## src/fdsw_pkg.sv

```systemverilog
`default_nettype none

package fdsw_pkg;

    localparam int DIGIT_COUNT = 4;
    localparam int VALUE_W     = 14;
    localparam int SEG_W       = 7;
    localparam int GRID_W      = 7;

    localparam logic [VALUE_W-1:0] MAX_SHOWN = 14'd9999;

    typedef logic [VALUE_W-1:0] value_t;
    typedef logic [SEG_W-1:0]   seg_t;
    typedef logic [GRID_W-1:0]  grid_t;
    typedef logic [1:0]         beat_t;
    typedef logic [3:0]         digit_t;
    typedef seg_t               seg_row_t [DIGIT_COUNT];

    localparam grid_t GRID_THOUSANDS = 7'h68;
    localparam grid_t GRID_HUNDREDS  = 7'h6A;
    localparam grid_t GRID_TENS      = 7'h6C;
    localparam grid_t GRID_UNITS     = 7'h6E;

    localparam beat_t BEAT_THOUSANDS = 2'd0;
    localparam beat_t BEAT_HUNDREDS  = 2'd1;
    localparam beat_t BEAT_TENS      = 2'd2;
    localparam beat_t BEAT_UNITS     = 2'd3;

    localparam seg_t SEG_0 = 7'h3F;
    localparam seg_t SEG_1 = 7'h06;
    localparam seg_t SEG_2 = 7'h5B;
    localparam seg_t SEG_3 = 7'h4F;
    localparam seg_t SEG_4 = 7'h66;
    localparam seg_t SEG_5 = 7'h6D;
    localparam seg_t SEG_6 = 7'h7D;
    localparam seg_t SEG_7 = 7'h07;
    localparam seg_t SEG_8 = 7'h7F;
    localparam seg_t SEG_9 = 7'h6F;

    // Common-cathode font, segment a in bit 0.
    function automatic seg_t seg_of(digit_t d);
        seg_t s;
        unique case (d)
            4'd0:    s = SEG_0;
            4'd1:    s = SEG_1;
            4'd2:    s = SEG_2;
            4'd3:    s = SEG_3;
            4'd4:    s = SEG_4;
            4'd5:    s = SEG_5;
            4'd6:    s = SEG_6;
            4'd7:    s = SEG_7;
            4'd8:    s = SEG_8;
            default: s = SEG_9;
        endcase
        return s;
    endfunction

    function automatic grid_t grid_of(beat_t b);
        grid_t g;
        unique case (b)
            BEAT_THOUSANDS: g = GRID_THOUSANDS;
            BEAT_HUNDREDS:  g = GRID_HUNDREDS;
            BEAT_TENS:      g = GRID_TENS;
            default:        g = GRID_UNITS;
        endcase
        return g;
    endfunction

endpackage

`default_nettype wire

```

## src/fdsw_digit_split.sv

```systemverilog
`default_nettype none

module fdsw_digit_split (
    input  fdsw_pkg::value_t   value,
    output fdsw_pkg::seg_row_t seg_row
);
    import fdsw_pkg::*;

    typedef struct packed {
        digit_t digit;
        value_t rem;
    } place_split_t;

    // Pick the largest multiple of place not above v; compares are independent.
    function automatic place_split_t split_place(value_t v, int place);
        place_split_t r;
        value_t       sub;
        r.digit = '0;
        sub     = '0;
        for (int k = 1; k < 10; k++) begin
            if (v >= VALUE_W'(k * place)) begin
                r.digit = 4'(k);
                sub     = VALUE_W'(k * place);
            end
        end
        r.rem = v - sub;
        return r;
    endfunction

    value_t       sat;
    place_split_t th;
    place_split_t hu;
    place_split_t te;

    always_comb begin
        sat = (value > MAX_SHOWN) ? MAX_SHOWN : value;
        th  = split_place(sat, 1000);
        hu  = split_place(th.rem, 100);
        te  = split_place(hu.rem, 10);
        seg_row[BEAT_THOUSANDS] = seg_of(th.digit);
        seg_row[BEAT_HUNDREDS]  = seg_of(hu.digit);
        seg_row[BEAT_TENS]      = seg_of(te.digit);
        seg_row[BEAT_UNITS]     = seg_of(te.rem[3:0]);
    end

endmodule

`default_nettype wire

```

## src/fdsw_write_serializer.sv

```systemverilog
`default_nettype none

module fdsw_write_serializer (
    input  wire                 aclk,
    input  wire                 aresetn,
    input  wire                 load,
    input  fdsw_pkg::seg_row_t  seg_row,
    output logic                free,
    output logic                m_tvalid,
    input  wire                 m_tready,
    output fdsw_pkg::grid_t     grid_address,
    output fdsw_pkg::seg_t      segment_pattern,
    output logic                m_tlast
);
    import fdsw_pkg::*;

    logic     busy_reg;
    logic     busy_next;
    beat_t    beat_reg;
    beat_t    beat_next;
    seg_row_t pat_reg;
    logic     last_taken;

    assign m_tvalid        = busy_reg;
    assign m_tlast         = (beat_reg == BEAT_UNITS);
    assign grid_address    = grid_of(beat_reg);
    assign segment_pattern = pat_reg[beat_reg];
    assign last_taken      = busy_reg && m_tready && m_tlast;
    assign free            = !busy_reg || last_taken;

    always_comb begin
        busy_next = busy_reg;
        beat_next = beat_reg;
        if (load) begin
            busy_next = 1'b1;
            beat_next = BEAT_THOUSANDS;
        end else if (last_taken) begin
            busy_next = 1'b0;
        end else if (busy_reg && m_tready) begin
            beat_next = beat_reg + 2'd1;
        end
    end

    always_ff @(posedge aclk) begin
        if (!aresetn) begin
            busy_reg <= 1'b0;
            beat_reg <= BEAT_THOUSANDS;
        end else begin
            busy_reg <= busy_next;
            beat_reg <= beat_next;
        end
    end

    always_ff @(posedge aclk) begin
        if (load) begin
            pat_reg <= seg_row;
        end
    end

endmodule

`default_nettype wire

```

## src/four_digit_segment_writer_unit.sv

```systemverilog
// Channel   Dir  Handshake          Payload
// s_ (in)   in   s_tvalid/s_tready  s_tdata[13:0] value
// m_ (out)  out  m_tvalid/m_tready  m_tdata grid_address, segment_pattern; m_tlast
//
// Each value yields four output transfers (thousands, hundreds, tens, units),
// so the sustained rate is set by the single output port.
// A value passes the input register and then the serializer registers before its first output transfer.
// A second value is taken into the input register while the current one drains.
// Reset (aresetn low, synchronous) drops both held items; stalls on m_ hold all.
`default_nettype none

module four_digit_segment_writer_unit (
    input  wire         aclk,
    input  wire         aresetn,
    input  wire         s_tvalid,
    output logic        s_tready,
    input  wire  [15:0] s_tdata,   // [13:0] value, [15:14] zero
    output logic        m_tvalid,
    input  wire         m_tready,
    output logic [15:0] m_tdata,   // [6:0] grid_address, [13:7] segment_pattern, [15:14] zero
    output logic        m_tlast    // last_write: units digit transfer
);
    import fdsw_pkg::*;

    logic     in_valid_reg;
    value_t   in_value_reg;
    logic     ser_free;
    logic     ser_load;
    seg_row_t seg_row;
    grid_t    grid_address;
    seg_t     segment_pattern;

    // Hand the held value on once the serializer finishes or is empty.
    assign ser_load = in_valid_reg && ser_free;
    assign s_tready = !in_valid_reg || ser_free;

    always_ff @(posedge aclk) begin
        if (!aresetn) begin
            in_valid_reg <= 1'b0;
        end else if (s_tvalid && s_tready) begin
            in_valid_reg <= 1'b1;
        end else if (ser_load) begin
            in_valid_reg <= 1'b0;
        end
    end

    // Capture the value on each input transfer.
    always_ff @(posedge aclk) begin
        if (s_tvalid && s_tready) begin
            in_value_reg <= s_tdata[VALUE_W-1:0];
        end
    end

    // Saturate and split into four segment patterns.
    fdsw_digit_split u_split (
        .value   (in_value_reg),
        .seg_row (seg_row)
    );

    // Result register: walk the four grid writes.
    fdsw_write_serializer u_ser (
        .aclk            (aclk),
        .aresetn         (aresetn),
        .load            (ser_load),
        .seg_row         (seg_row),
        .free            (ser_free),
        .m_tvalid        (m_tvalid),
        .m_tready        (m_tready),
        .grid_address    (grid_address),
        .segment_pattern (segment_pattern),
        .m_tlast         (m_tlast)
    );

    assign m_tdata = {2'b00, segment_pattern, grid_address};

endmodule

`default_nettype wire

```

## config.mk

```make
export PLATFORM = sky130hd
export DESIGN_NAME = four_digit_segment_writer_unit
export DESIGN_NICKNAME = d
export VERILOG_FILES = /design/src/fdsw_pkg.sv /design/src/fdsw_digit_split.sv /design/src/fdsw_write_serializer.sv /design/src/four_digit_segment_writer_unit.sv
export SDC_FILE = /design/constraint.sdc
export NUM_CORES = 1
export LEC_CHECK = 0
export BUFFER_PORTS_ARGS = -buffer_cell sky130_fd_sc_hd__buf_2
export CORE_ASPECT_RATIO = 0.7
export CORE_MARGIN = 4
export CORE_UTILIZATION = 34
export CTS_CLUSTER_SIZE = 8
export DETAILED_ROUTE_END_ITERATION = 6
export PLACE_DENSITY = 0.62
export SYNTH_ARGS = -nofsm -noshare
export SYNTH_HDL_FRONTEND = slang
export SYNTH_SLANG_ARGS = --single-unit
```

## constraint.sdc

```tcl
create_clock -name aclk -period 11.17 [get_ports aclk]
set_input_delay 2.234 -clock aclk [delete_from_list [all_inputs] [get_ports aclk]]
set_output_delay 2.234 -clock aclk [all_outputs]
set_load 0.02 [all_outputs]
```

# Word-level counts from Yosys, hierarchy flattened

Memory sizes are Yosys's and may differ from the RTL's. A register that Yosys moved wholly into a read port is not among the register bits.
Index checks and enable logic that the tools add are counted.
W data, S select, Z words.

Output and inout port bits: 19
Input bits: 20
Register bits: 18
Memories: 4
Memory bits (read-only): 448

Reduce and logical (&&, ||, !) cells: 13
$lt $le $gt $ge: 29
$add $sub $neg: 4
Equality and inequality tests: 3
Multiplexer cells: 63
Bitwise gates (word level): 3

Memories:

| name             | words | width | read ports | clocked after Yosys merged registers in | write ports | line           | text |
|---|---|---|---|---|---|---|---|
| (name not given) | 16    | 7     | 1          | 1                                       | 0           | fdsw_pkg.sv:43 | `unique case (d)` |
| (name not given) | 16    | 7     | 1          | 1                                       | 0           | fdsw_pkg.sv:43 |  |
| (name not given) | 16    | 7     | 1          | 1                                       | 0           | fdsw_pkg.sv:43 |  |
| (name not given) | 16    | 7     | 1          | 1                                       | 0           | fdsw_pkg.sv:43 |  |

Operators by type and width:

| operator               | count |
|---|---|
| $ge A14 B10 Y1 const B | 5 |
| $mux W4                | 15 |
| $ge A14 B13 Y1 const B | 4 |
| $ge A14 B7 Y1 const B  | 4 |
| $mux W13               | 4 |
| $mux W10               | 5 |
| $ge A14 B6 Y1 const B  | 3 |
| $ge A14 B9 Y1 const B  | 3 |
| $mux W3                | 12 |
| $ge A14 B12 Y1 const B | 2 |
| $ge A14 B5 Y1 const B  | 2 |
| $mux W14               | 2 |
| $mux W9                | 3 |
| $mux W12               | 2 |
| $mux W7                | 3 |
| $bmux W7 S2            | 1 |
| $ge A14 B11 Y1 const B | 1 |
| $ge A14 B14 Y1 const B | 1 |
| $ge A14 B4 Y1 const B  | 1 |
| $ge A14 B8 Y1 const B  | 1 |
| $gt A14 B14 Y1 const B | 1 |
| $sub A14 B10 Y14       | 1 |
| $sub A14 B14 Y14       | 1 |
| $mux W2                | 6 |
| other kinds (18)       | 32 |

# Depth between registers and ports, before layout

Depth after elaboration: 35
Depth in mapped cells: 43
Mapped depth without buffers: 41

# Modules after synthesis

Synthesis repeated with hierarchy kept, for this count alone.

Cells, all modules: 488
Area total of the unflattened synthesis: 4,400.5 µm²

By module, submodules not included:

| module                         | sequential area each (µm²) | cells each | times used | area an instance (µm²) |
|---|---|---|---|---|
| fdsw_digit_split               | 0.0                        | 401        | 1          | 2,641.3 |
| fdsw_write_serializer          | 900.9                      | 64         | 1          | 1,255.0 |
| four_digit_segment_writer_unit | 440.4                      | 23         | 1          | 504.2 |

# Worst setup path before layout

Ideal clock, no wire load.

Path kind: register to register
Start point: reg in_value_reg[4]
End point: reg u_ser.pat_reg[1] (netlist name) (data pin)
Period minus slack after synthesis: 7.800 ns
Arrival time: 7.529 ns
Setup slack: 3.370 ns
Required time: 10.899 ns
Buffers on the path: 1
Stages on the path, launching flop included: 37
Path through: edfxtp_1 nor4_2 o21ai_0 a21o_1 o21ai_0 a21o_1 nor2b_1 o21ai_1 a21boi_1 nor2_1 ha_1 inv_1 fa_1 a21oi_1 o221ai_1 a211oi_1 a41oi_1 a311o_1 nor2_2 nand2_1 o21ai_1 nand2b_1 fa_1 a21o_1 a221o_1 o211ai_1 nand2_1 xnor2_1 a2111oi_4 nand3_2 a311o_1 fa_1 xor2_1 and4_1 or2_1 clkbuf_1 nand3_1

Word-level cells in the longest chain between the ends: 35
Elaborated cells on any way between the ends: 59
Classes of those cells: add/sub (3); order compare (28); mux (28)

Ends and longest elaborated chain:

| what                     | line                                 | text |
|---|---|---|
| start: declaration       | four_digit_segment_writer_unit.sv:26 | `value_t in_value_reg;` |
| start signal: assignment | four_digit_segment_writer_unit.sv:50 | `in_value_reg <= s_tdata[VALUE_W-1:0];` |
| $gt A14 B14 Y1           | fdsw_digit_split.sv:36               | `sat = (value > MAX_SHOWN) ? MAX_SHOWN : value;` |
| $mux W14 *               | fdsw_digit_split.sv:36               |  |
| $ge A14 B10 Y1           | fdsw_digit_split.sv:21               | `if (v >= VALUE_W'(k * place)) begin` |
| $mux W10                 | fdsw_digit_split.sv:21               |  |
| $mux W11                 | fdsw_digit_split.sv:21               |  |
| $mux W12 (2 in a row)    | fdsw_digit_split.sv:21               |  |
| $mux W13 (4 in a row)    | fdsw_digit_split.sv:21               |  |
| $mux W14                 | fdsw_digit_split.sv:21               |  |
| [2 not listed]           | --                                   |  |
| $mux W7                  | fdsw_digit_split.sv:21               |  |
| $mux W8                  | fdsw_digit_split.sv:21               |  |
| $mux W9 (3 in a row)     | fdsw_digit_split.sv:21               |  |
| $mux W10 (4 in a row)    | fdsw_digit_split.sv:21               |  |
| $sub A14 B10 Y14 *       | fdsw_digit_split.sv:26               | `r.rem = v - sub;` |
| $ge A14 B4 Y1            | fdsw_digit_split.sv:21               |  |
| $mux W4 (9 in a row)     | fdsw_digit_split.sv:21               |  |
| $sub A4 B4 Y4 *          | fdsw_digit_split.sv:26               |  |
| end: declaration         | fdsw_write_serializer.sv:21          | `seg_row_t pat_reg;` |

Every way passes the cells marked *; elsewhere a longest branch is shown, timed or not.
A chain may end at the register's enable or synchronous reset.

# Worst setup path after layout

Start point: reg in_value_reg[13]
End point: reg u_ser.pat_reg[1] (netlist name) (data pin)

Same word-level chain as after synthesis.

==> metrics list <==
* Status: finished clean
- Reg power frac: 0.284
* Share of total power in combinational logic: 0.508
- Clock latency reported for the late side of the worst-skew pair: 0.29 ns
- Setup ws final: 1.61 ns
* Setup Crit Path Kind: reg2reg
* Final estimated routing congestion in global placement: 0.891
- STA puts the critical path data required time at 11.19 ns.
- Total global-route track usage: 0.141
- Final standard cell area without fillers: 4910 sq um
- On the final layout, the worst hold slack is 0.560 ns.
- WP data arrival: 9.57 ns
* Largest register FFs: 28
* Adder-Cell Fraction of Synth Area: 0.130
* Final period utilization: 0.856
- The worst hold path belongs to the class reg2reg.
* Number of slew-limit violations in the final report: 0
* Maximum capacitance violations: 0
- In this design, the stage delay of the slowest critical-path cell is 0.76 ns.
* Largest fanout of any net on the critical path: 14
- Fraction of layout instances using a drive strength above 1: 0.136
- After the flow finishes, the layout carries non-filler instances totaling 683.
- CTS sink cnt: 46
* Starting DRC count in detailed routing: 325
- Met3 track utilization from global routing: 0.0348
- STA classifies the critical path endpoint as a flip-flop.
* Remaining number of nets flagged by the antenna check after routing: 0
* Antenna cell count: 0
- The cell area that synthesis handed to floorplanning was 4500 sq um.
- The critical path starts at in_value_reg[13].
- The slowest stage of the critical path belongs to the cell a21oi_1.
- Row count: 34
* CTS clock-pin slew for the worst setup and hold paths: 0.07 ns
* Primary FF master, synth: edfxtp_1
- In the final routed layout, each cell accounts on average for 15.6 microns.
- After global routing the overflow that remains totals 0.
* Avg Synthesized Cell Area: 9.01 sq um
* Synth Area in Simple Gates: 0.190
- Post-synthesis sequential area ratio: 0.298
- After the last flow step, the layout net total stands at 585.
* Commonest non-fill, non-tap cells in the layout: nand2_1, ha_1, edfxtp_1, nor2_1
* Share of synthesized area spent on multiplexers: 0.0540
- Number of hold violations in the final report: 0
- Total length of routed wires: 10600 microns
- In this run the critical register-to-register path is launched from in_value_reg[13].
- The startpoint identified for the worst hold timing path is in_valid_reg.
* Number of buffer cells added on primary ports: 29
- # H-tree levels: 2
- Num CTS Buffers: 5
* Period minus WS final: 9.56 ns
- Setup repair after global routing left no endpoint under its margin.
* Syn Inst Count: 499
- The routed layout has 3809 vias.
* CP bufs+invs: 5
* Layout Area Growth over Synthesis: 9.15%
* Buffers inserted by post-CTS timing repair: 0
- Area of the placeable core: 12700 sq um
* Reported leakage power: 0.00183 uW
- Effective utilization at floorplan: 0.355
- Detailed placer's ending HPWL: 8480 microns
- The via count of the first global-routing pass is 3563.
- TritonCTS built the clock tree.
- # resized after CTS: 0
- Clock skew: 0.00470 ns
- Async set or reset register ratio after synthesis: 0
- The post-synthesis compound-gate area fraction is 0.248.
- After detailed routing, the number of remaining DRC violations is 0.
- Fraction of met2 tracks used by global routing: 0.199
* Setup WS pre-CTS: 1.85 ns
- The placed instances occupy a cell area of 4760 sq um.
- Number of enable-type register cells in the synthesized netlist: 42
- Cts hold-fix bufs: 0
- For this run, the detailed router's first-pass iteration total came to 4.
* Startpoint kind of the worst setup timing path: flip-flop
- In this run the clock root is driven by a clkbuf_16.
- After synthesis the netlist holds a flip-flop and latch count of 46.
- Vias/cell: 5.58
- Final TNS setup: 0 ns
- Warnings from Yosys: 0
* Relative slew slack: 0.357
- In this run the power density over the cells is 148 nW/um^2.
* Part of the power in the clock network: 0.207
- CP most frequent cell: inv_1
- Based on the critical path, the design can be clocked at up to 105 MHz.
- Post-Synth XOR/XNOR Area: 0.0270
* Unique cell type count in the Yosys netlist: 79
* Global routing met1 resource utilization: 0.217
- Max clock buf depth: 2
- First-pass GRT wire length: 18000 microns
- Once placement completed, the tool counted placed cells totaling 675.
- Internal cell power: 417 uW
- X dimension of the die: 145 microns
- P_sw: 309 uW
* Number of top-level design ports: 39
- VDD IR-drop max: 0.0588 mV
- Setup violations remaining at the end of the flow were counted as 0.
- Transition time at the pin with the least slew margin: 0.964 ns
- Initial antenna violation count: 0
* Largest delay contributor family on the critical path: compound AO/OA/AOI/OAI gates
* Largest family of logic cells by synthesized area: compound AO/OA/AOI/OAI gates
- The floorplan step defined a die boundary enclosing 15200 sq um.
- Switching portion of total power: 0.426
* Largest net degree at the start of global routing: 30
- met1 is the most crowded layer.
- The die is 104 microns tall.
==> routing by layer <==
layer / vias to the layer above / share of wire
li1: 1881 / -
met1: 1790 / 0.52
met2: 134 / 0.40
met4: 0 / 0.0055
met3: 4 / 0.071
met5: - / 0
==> worst reg2reg max path, delay by kind of cell (launching register included) <==
| family | cells | cell delay (ns) |
|---|---|---|
| AO/OA/AOI/OAI | 17 | 4.61 |
| XOR/XNOR | 1 | 0.18 |
| adder cells (fa/ha/maj) | 5 | 1.38 |
| buffers and inverters | 5 | 0.58 |
| flip-flops | 1 | 0.63 |
| AND/OR/NAND/NOR | 9 | 1.90 |
==> kinds of logic (layout without fill, tap and decap cells) <==
kind of cell               after synthesis  after routing
adders and majority gates               45             45
DFF                                     46             46
and+or+nand+nor                        168            168
buffers and inverters                   52             69
AOI/OAI and AO/OA                      158            158
muxes                                   15             15
xor gates and xnor gates                13             13
other                                    2              7
==> through the flow <==
step                utilization  total power [uW]
detailed placement        0.375               570
CTS                       0.387               724
finish                    0.387               726
global placement          0.375               559
global route              0.387               781
floorplan                     -               497
==> cell usage after synthesis, drive strengths merged (3+ instances only) <==
master	instances	area [sq um]
clkbuf	11	41.3
nor3b	3	22.5
mux4	7	158
nand3	11	60.1
a211oi	3	22.5
nor2b	13	81.3
a21oi	31	170
o21ai	41	209
a21o	11	82.6
or2	12	75.1
a311oi	3	26.3
a41oi	3	26.3
xor2	4	42.6
or3	3	18.8
o211ai	6	45.0
nor2	40	153
mux2	4	45.0
dfxtp	4	80.1
and2	12	77.6
nor4	5	43.8
ha	42	526
buf	10	73.8
o22ai	3	18.8
o21bai	3	22.5
a311o	4	40.0
inv	31	116
a31oi	4	25.0
edfxtp	42	1260
and3	3	18.8
mux2i	4	40.0
a21boi	3	22.5
nand2b	9	56.3
o31ai	3	22.5
xnor2	9	78.8
o31a	5	45.0
nand2	42	158
o21a	11	82.6
fa	3	60.1
nor3	9	45.0
==> layout make-up <==
class | count | area, sq um
fill | 1242 | 7770
multi-input combinational | 406 | 2950
sequential | 46 | 1340
tap | 162 | 203
timing repair buffer | 30 | 153
clock buffer | 5 | 125
inverter | 31 | 116
clock inverter | 3 | 25.0
==> worst paths after layout <==
path | end | slack (ns) | cells past startpoint
max | u_ser.pat_reg[1] | 1.61 | 37
min | u_ser.m_tvalid | 0.56 | 1
max reg2reg | u_ser.pat_reg[1] | 1.61 | 37
min reg2reg | u_ser.m_tvalid | 0.56 | 1
==> power groups by stage <==
stage	combinational [uW]	clock, uW	sequential, uW
after CTS	362	156	206
final	369	151	207
after floorplan	290	0	206
after global placement	349	0	210
after global routing	410	163	207
after detailed placement	360	0	210
Power figures use the tool's default switching activity.
